--- src/rtl/hsfd_pkg.sv ---
// Shared constants, position codes and the CRC-8 byte update for the
// humidity sensor frame decoder. No dependencies.
`timescale 1ns / 1ps
`default_nettype none

package hsfd_pkg;

  localparam logic [7:0]  CRC_POLY    = 8'h31;
  localparam logic [7:0]  CRC_INIT    = 8'hFF;
  localparam logic [15:0] STATUS_BAD  = 16'hFFFF;
  localparam logic [14:0] TEMP_SPAN   = 15'd17500;
  localparam logic [15:0] TEMP_OFFSET = 16'd4500;
  localparam logic [13:0] HUM_SPAN    = 14'd10000;
  localparam logic [13:0] HUM_MAX     = 14'd10000;

  localparam int TDATA_W = 48;
  localparam int TUSER_W = 2;

  // Byte position inside a frame; POS_FIRST_HI also means no frame is open.
  localparam logic [2:0] POS_FIRST_HI  = 3'd0;
  localparam logic [2:0] POS_FIRST_LO  = 3'd1;
  localparam logic [2:0] POS_FIRST_CRC = 3'd2;
  localparam logic [2:0] POS_SECOND_HI = 3'd3;
  localparam logic [2:0] POS_SECOND_LO = 3'd4;
  localparam logic [2:0] POS_SECOND_CRC = 3'd5;

  localparam logic FRAME_MEAS   = 1'b0;
  localparam logic FRAME_STATUS = 1'b1;

  // One byte through the CRC-8 register, MSB first.
  function automatic logic [7:0] crc8_update(input logic [7:0] crc, input logic [7:0] b);
    logic [7:0] c;
    c = crc ^ b;
    for (int i = 0; i < 8; i++) begin
      if (c[7]) begin
        c = {c[6:0], 1'b0} ^ CRC_POLY;
      end else begin
        c = {c[6:0], 1'b0};
      end
    end
    return c;
  endfunction

endpackage

`default_nettype wire

--- src/rtl/humidity_sensor_frame_decoder_core.sv ---
// Frame decoder top level: byte framing, CRC-8 check, and the fixed point
// conversion of temperature and humidity words. Depends on hsfd_pkg.
`timescale 1ns / 1ps
`default_nettype none

// The block takes one sensor byte per cycle and never stalls the input
// except when both internal result stages are full and the output is held.
// A measurement frame is six bytes and a status frame three; one result
// follows the last byte of a frame through the multiplier stage, which
// scales the raw words, and then the conversion stage, which divides by
// 65535 with a reciprocal add and applies the offset. Bytes outside a
// frame are dropped, and a new frame start abandons any open frame
// without a result. A CRC failure raises the error flag and forces the
// values to zero, or the status word to all ones.
module humidity_sensor_frame_decoder_core (
  input  wire                          clk,
  input  wire                          rst_n,
  input  wire                          in_tvalid,
  output logic                         in_tready,
  // [7:0] data_byte
  input  wire  [7:0]                   in_tdata,
  // [0] frame_start, [1] command
  input  wire  [hsfd_pkg::TUSER_W-1:0] in_tuser,
  output logic                         out_tvalid,
  input  wire                          out_tready,
  // [14:0] temperature_centi, [28:15] humidity_centi, [44:29] status_word,
  // [47:45] zero
  output logic [hsfd_pkg::TDATA_W-1:0] out_tdata,
  // [0] frame_kind, [1] crc_error
  output logic [hsfd_pkg::TUSER_W-1:0] out_tuser
);
  import hsfd_pkg::*;

  // Frame state.
  logic [2:0]  pos_r, pos_nxt;
  logic [7:0]  crc_r, crc_nxt;
  logic [15:0] first_word_r, first_word_nxt;
  logic [7:0]  second_hi_r, second_hi_nxt;
  logic [7:0]  second_lo_r, second_lo_nxt;
  logic        err_r, err_nxt;
  logic        kind_r, kind_nxt;

  // Multiplier stage.
  logic        s1_v_r;
  logic        s1_kind_r;
  logic        s1_err_r;
  logic [15:0] s1_status_r;
  logic [30:0] s1_tprod_r;
  logic [29:0] s1_hprod_r;

  // Result register.
  logic        out_v_r;
  logic [TDATA_W-1:0] out_data_r;
  logic [TUSER_W-1:0] out_user_r;

  logic in_acc, emit, out_load, s1_adv;
  logic frame_start, command;
  logic [7:0] b;
  logic [2:0] pos_eff;
  logic [7:0] crc_base;
  logic err_base, kind_eff, err_chk;

  assign b           = in_tdata;
  assign frame_start = in_tuser[0];
  assign command     = in_tuser[1];

  assign out_load  = !out_v_r || out_tready;
  assign s1_adv    = s1_v_r && out_load;
  assign in_tready = !s1_v_r || out_load;
  assign in_acc    = in_tvalid && in_tready;

  assign pos_eff  = frame_start ? POS_FIRST_HI : pos_r;
  assign crc_base = frame_start ? CRC_INIT : crc_r;
  assign err_base = frame_start ? 1'b0 : err_r;
  assign kind_eff = frame_start ? command : kind_r;
  assign err_chk  = err_base || (b != crc_base);

  always_comb begin
    pos_nxt        = pos_r;
    crc_nxt        = crc_r;
    first_word_nxt = first_word_r;
    second_hi_nxt  = second_hi_r;
    second_lo_nxt  = second_lo_r;
    err_nxt        = err_r;
    kind_nxt       = kind_r;
    emit           = 1'b0;
    // A byte with no frame open is dropped without touching the state.
    if (in_acc && (frame_start || pos_r != POS_FIRST_HI)) begin
      err_nxt  = err_base;
      kind_nxt = kind_eff;
      crc_nxt  = crc_base;
      unique case (pos_eff)
        POS_FIRST_HI: begin
          first_word_nxt = {b, 8'h00};
          crc_nxt        = crc8_update(crc_base, b);
          pos_nxt        = POS_FIRST_LO;
        end
        POS_FIRST_LO: begin
          first_word_nxt = {first_word_r[15:8], b};
          crc_nxt        = crc8_update(crc_base, b);
          pos_nxt        = POS_FIRST_CRC;
        end
        POS_FIRST_CRC: begin
          err_nxt = err_chk;
          crc_nxt = CRC_INIT;
          if (kind_eff == FRAME_STATUS) begin
            emit    = 1'b1;
            pos_nxt = POS_FIRST_HI;
          end else begin
            pos_nxt = POS_SECOND_HI;
          end
        end
        POS_SECOND_HI: begin
          second_hi_nxt = b;
          crc_nxt       = crc8_update(crc_base, b);
          pos_nxt       = POS_SECOND_LO;
        end
        POS_SECOND_LO: begin
          second_lo_nxt = b;
          crc_nxt       = crc8_update(crc_base, b);
          pos_nxt       = POS_SECOND_CRC;
        end
        POS_SECOND_CRC: begin
          err_nxt = err_chk;
          crc_nxt = CRC_INIT;
          emit    = 1'b1;
          pos_nxt = POS_FIRST_HI;
        end
        default: begin
          pos_nxt = POS_FIRST_HI;
        end
      endcase
    end
  end

  always_ff @(posedge clk) begin
    if (!rst_n) begin
      pos_r  <= POS_FIRST_HI;
      crc_r  <= CRC_INIT;
      err_r  <= 1'b0;
      kind_r <= FRAME_MEAS;
    end else begin
      pos_r  <= pos_nxt;
      crc_r  <= crc_nxt;
      err_r  <= err_nxt;
      kind_r <= kind_nxt;
    end
    first_word_r <= first_word_nxt;
    second_hi_r  <= second_hi_nxt;
    second_lo_r  <= second_lo_nxt;
  end

  // Multiplier stage: scale the stored raw words by the full-scale spans.
  always_ff @(posedge clk) begin
    if (!rst_n) begin
      s1_v_r <= 1'b0;
    end else if (emit) begin
      s1_v_r <= 1'b1;
    end else if (s1_adv) begin
      s1_v_r <= 1'b0;
    end
    if (emit) begin
      s1_kind_r   <= kind_eff;
      s1_err_r    <= err_chk;
      s1_status_r <= err_chk ? STATUS_BAD : first_word_r;
      s1_tprod_r  <= 31'(TEMP_SPAN) * 31'(first_word_r);
      s1_hprod_r  <= 30'(HUM_SPAN) * 30'({second_hi_r, second_lo_r});
    end
  end

  // Division by 65535 as (x + (x >> 16) + 1) >> 16, exact for quotients
  // below 65536.
  logic [31:0] tsum;
  logic [30:0] hsum;
  logic [15:0] tquot;
  logic [14:0] hquot;
  logic [15:0] temp_wide;
  logic [13:0] hum_val;
  logic [14:0] temp_o;
  logic [13:0] hum_o;
  logic [15:0] status_o;

  assign tsum      = 32'(s1_tprod_r) + 32'(s1_tprod_r[30:16]) + 32'd1;
  assign hsum      = 31'(s1_hprod_r) + 31'(s1_hprod_r[29:16]) + 31'd1;
  assign tquot     = tsum[31:16];
  assign hquot     = hsum[30:16];
  assign temp_wide = tquot - TEMP_OFFSET;
  assign hum_val   = (hquot > 15'(HUM_MAX)) ? HUM_MAX : hquot[13:0];

  always_comb begin
    temp_o   = '0;
    hum_o    = '0;
    status_o = '0;
    if (s1_kind_r == FRAME_STATUS) begin
      status_o = s1_status_r;
    end else if (!s1_err_r) begin
      temp_o = temp_wide[14:0];
      hum_o  = hum_val;
    end
  end

  always_ff @(posedge clk) begin
    if (!rst_n) begin
      out_v_r <= 1'b0;
    end else if (out_load) begin
      out_v_r <= s1_v_r;
    end
    if (s1_adv) begin
      out_data_r <= {3'b000, status_o, hum_o, temp_o};
      out_user_r <= {s1_err_r, s1_kind_r};
    end
  end

  assign out_tvalid = out_v_r;
  assign out_tdata  = out_data_r;
  assign out_tuser  = out_user_r;

`ifndef NO_ASSERTIONS
  // The frame position never leaves the six byte codes.
  a_pos_range: assert property (@(posedge clk) disable iff (!rst_n)
    pos_r <= POS_SECOND_CRC)
    else $error("frame position out of range");

  // A stray byte with no open frame leaves the frame state alone.
  a_stray_byte: assert property (@(posedge clk) disable iff (!rst_n)
    (in_acc && !frame_start && pos_r == POS_FIRST_HI) |=>
      (pos_r == POS_FIRST_HI) && $stable(crc_r) && $stable(err_r))
    else $error("stray byte changed frame state");

  // A stalled multiplier stage keeps its products.
  a_s1_hold: assert property (@(posedge clk) disable iff (!rst_n)
    (s1_v_r && !out_load) |=> s1_v_r && $stable(s1_tprod_r) && $stable(s1_hprod_r))
    else $error("multiplier stage lost its request");

  // A failed measurement reports zero values.
  a_err_zero: assert property (@(posedge clk) disable iff (!rst_n)
    (out_tvalid && out_tuser[1] && !out_tuser[0]) |-> (out_tdata[28:0] == 29'd0))
    else $error("error result carries nonzero values");

  // Humidity never exceeds full scale.
  a_hum_max: assert property (@(posedge clk) disable iff (!rst_n)
    out_tvalid |-> (out_tdata[28:15] <= HUM_MAX))
    else $error("humidity above full scale");
`endif

endmodule

`default_nettype wire
--- config.mk ---
export PLATFORM = sky130hd
export DESIGN_NAME = humidity_sensor_frame_decoder_core
export DESIGN_NICKNAME = d
export VERILOG_FILES = /design/src/rtl/hsfd_pkg.sv /design/src/rtl/humidity_sensor_frame_decoder_core.sv
export SDC_FILE = /design/constraint.sdc
export NUM_CORES = 1
export LEC_CHECK = 0
export BUFFER_PORTS_ARGS = -buffer_cell sky130_fd_sc_hd__buf_2
export CAP_MARGIN = 20
export CORE_MARGIN = 3
export CORE_UTILIZATION = 57
export CTS_CLUSTER_SIZE = 12
export DETAILED_ROUTE_END_ITERATION = 6
export PLACE_DENSITY = 0.78
export SYNTH_ARGS = -nofsm -noshare
export SYNTH_HDL_FRONTEND = slang
export SYNTH_SLANG_ARGS = --single-unit
--- constraint.sdc ---
create_clock -name clk -period 6.15 [get_ports clk]
set_input_delay 0.3075 -clock clk [delete_from_list [all_inputs] [get_ports clk]]
set_output_delay 0.3075 -clock clk [all_outputs]
set_load 0.01 [all_outputs]
==> impl_metrics.yaml <==
global_routing:
  grt_max_degree: 68
  grt_pass1_vias: 9272
  grt_pass1_wl_mm: 44.6
  overflow: 0
  grt_antenna_before_repair: 1
  grt.total_usage_pct: 21.3
min_path:
  whs_endpoint: "s1_kind_r"
  worstHoldPathType: "in2reg"
  hold_path_depth: 2
  hp-start: "in_tuser[1]"
final_layout:
  final_layout_size_suffix_gt1_share_pct: 9.49
  fin_util_pct: 63.4
  nNetsFinal: 1643
  n_antenna_cell: 0
  area_delta_synth_final_pct: 9.12
worst_setup_path:
  worstReg2RegEnd: "s1_tprod_r[29]"
  crit_type: "reg2reg"
  cp_max_fo: 6
  end_kind: "register"
  startpoint_type: "register"
  cp.arrival_ns: 5.31
  worstPathRequired_ns: 6.44
  reg2reg_from: "first_word_r[13]"
  r2r_cells: 19
  ff2ff_setup_slack_ns: 1.13
clock_tree:
  cts_buffers: 17
  cts_hold_buf: 0
  clockBufferDepth: 2
  cts_resized: 0
  cts_tree: "built"
  clock_sinks: 167
  root_buffer: "clkbuf_16"
  clkTransAtPathRegs_ns: 0.07
  cts_setup_buffers: 0
  worstSkewPairLatency_ns: 0.43
  htree_levels: 4
timing:
  hold_ws_ns: 0.213
  setup_viol: 0
  tightest_slew_ns: 0.842
  slew_viol_final: 0
  layout_setup_ws_ns: 1.13
  timing.setup.tns_ns: 0
  hold_viol: 0
  timing.fmax_mhz: 199
  fin_skew_ns: 0.0107
  rsz0062_at_grt: "no"
  period_share_pct: 81.6
  slew-limit-headroom_pct: 43.9
  post-route-min-period_ns: 5.02
floorplanning:
  start_util_pct: 58.1
  die_x_um: 161
  boundaryPins: 66
  die_y_um: 161
  core_area_mm2: 0.0235
  row_count: 56
  dieArea_mm2: 0.0259
power:
  vdd_ir_drop_max_v: 0.000182
  total_leakage_power_nw: 6.73
  p_per_area_mw_per_mm2: 255
yosys:
  synthMuxAreaShare_pct: 0.156
  synth_top_family_by_area: "adder cells"
  yosys.area_share.simple_pct: 11.9
  synth.avg_cell_area_um2: 10.5
  yosysWarningCount: 0
  synth_xor_xnor_area_share_pct: 5.64
  synth_area_leaders: "edfxtp_1 (33%), ha_1 (18%), fa_1 (12%)"
  synthAdderAreaFrac_pct: 29.4
  yosysUniqueCellTypes: 74
  synth_compound_area_share_pct: 10.3
  synth.yosys.seq_area_share_pct: 35.6
  synthCells: 1301
  ys_async_sr_fraction_pct: 0
  syn_area_mm2: 0.0137
  synth_edf_count: 152
  ys_seq_elements: 167
  synth_top_area_share_pct: 33.4
  ys.flop_type: "edfxtp_1"
  yosysTopAreaCell: "edfxtp_1"
placed_design:
  detailedPlace.worstSlack_ns: 1.23
  dp_hpwl_mm: 20.5
  place.port_buffers: 62
  place.gp.congestion: 0.919
detailed_routing:
  avgViaCountPerCell: 5.53
  drc: 0
  drt_first_pass_iters: 5
  drtAntennaViolNets: 0
  wirelength_mm: 26.5
  drtIter0Drc: 567
  routedWlPerCell_um: 15.7
  routed-via-count: 9346
run_status:
  status: "completed"
job:
  maxCapViolations: 0
[sequential cells by signal, indices dropped and copies added, names as in the netlist]
| register | count |
|---|---|
| s1_hprod_r | 26 |
| s1_tprod_r | 29 |
| s1_err_r | 1 |
| kind_r | 1 |
| out_tvalid | 1 |
| s1_kind_r | 1 |
| first_word_r | 16 |
| err_r | 1 |
| second_hi_r | 8 |
| s1_v_r | 1 |
| out_tdata | 45 |
| s1_status_r | 16 |
| crc_r | 8 |
| out_tuser | 2 |
| second_lo_r | 8 |
| pos_r | 3 |
[routing by layer]
layer	part of all wire [%]	routed length (um)	vias up	track usage, %
met5	0	0	-	0
met4	2.6	675	0	7.51
met3	5.1	1350	60	3.12
met2	46	12200	259	34.5
met1	46	12200	4443	29.4
li1	-	-	4584	-
[worst max-delay path: stages (launching register included)]
cell	delay, ns
edfxtp_1	0.54
ha_1	0.34
inv_1	0.05
fa_1	0.37
inv_1	0.06
ha_1	0.24
fa_1	0.48
inv_1	0.07
fa_1	0.57
inv_1	0.05
ha_1	0.35
a21oi_1	0.20
nand2_1	0.07
a21oi_1	0.30
nand2_1	0.08
or3_1	0.36
nand2_1	0.11
o21ai_1	0.13
a2111o_1	0.43
nand3_1	0.07
[cell type report]
cell class / count / area (um^2)
clock buffer: 17 / 425
multi-input combinational: 886 / 7880
sequential: 167 / 4860
timing repair buffer: 68 / 355
tap: 319 / 399
clock inverter: 15 / 179
inverter: 217 / 815
fill: 1830 / 8620
[power by group]
group / internal (mW) / switching (mW) / total, mW
sequential: 1.32 / 0.0289 / 1.35
clock: 0.616 / 0.483 / 1.10
combinational: 0.568 / 0.791 / 1.36
[synthesized netlist by cell type, types with 4 or more instances]
cell,instances
o31ai_1,7
nand4_1,10
clkbuf_1,25
a211oi_1,5
o21a_1,9
or2_1,9
or2_2,5
o22ai_1,5
o211ai_1,13
dfxtp_1,15
nor2_1,71
nand2_1,60
a21o_1,20
nor3_2,4
inv_1,217
ha_1,192
and3_1,9
o21ai_1,6
nor4_1,10
xnor2_1,63
a21oi_1,65
xor2_1,25
nor3_1,22
o21ai_0,27
nor2b_1,19
edfxtp_1,152
nand3_1,21
fa_1,80
or3_1,5
o21bai_1,6
and2_1,36
a31oi_1,8
nand2b_1,18
[cell families after synthesis]
family                     count (synthesis)
AOI/OAI and AO/OA                        207
xor gates and xnor gates                  88
adders and majority gates                273
buffers and inverters                    250
DFF                                      167
muxes                                      2
other                                      1
and+or+nand+nor                          313
[per-stage QoR]
step,total power [mW],instance area (um^2),instances
after global routing,4.06,14900,1689
after floorplan,2.41,13700,1303
final,3.81,14900,1689
after detailed placement,2.71,14300,1656
after CTS,3.83,14900,1688
after global placement,2.66,14300,1656
[layout by cell type, fill, tap and decap left out, types with 25 or more instances in the layout]
master,n
nand2_1,60
xnor2_1,63
fa_1,80
inv_1,217
and2_1,36
edfxtp_1,152
nor2_1,71
ha_1,192
buf_2,62
a21oi_1,65
xor2_1,25
o21ai_0,27
[worst max-delay path by stage]
stage,from,cells after the start,slack [ns],endpoint
after floorplan,first_word_r[4],15,1.48,s1_tprod_r[24]
after global placement,first_word_r[4],15,1.30,s1_tprod_r[24]
after detailed placement,first_word_r[4],15,1.23,s1_tprod_r[24]
after CTS,first_word_r[14],19,1.14,s1_tprod_r[29]
after global routing,first_word_r[14],19,0.88,s1_tprod_r[29]
final,first_word_r[13],19,1.13,s1_tprod_r[29]
Note: power is estimated with default switching activity, not from simulation.
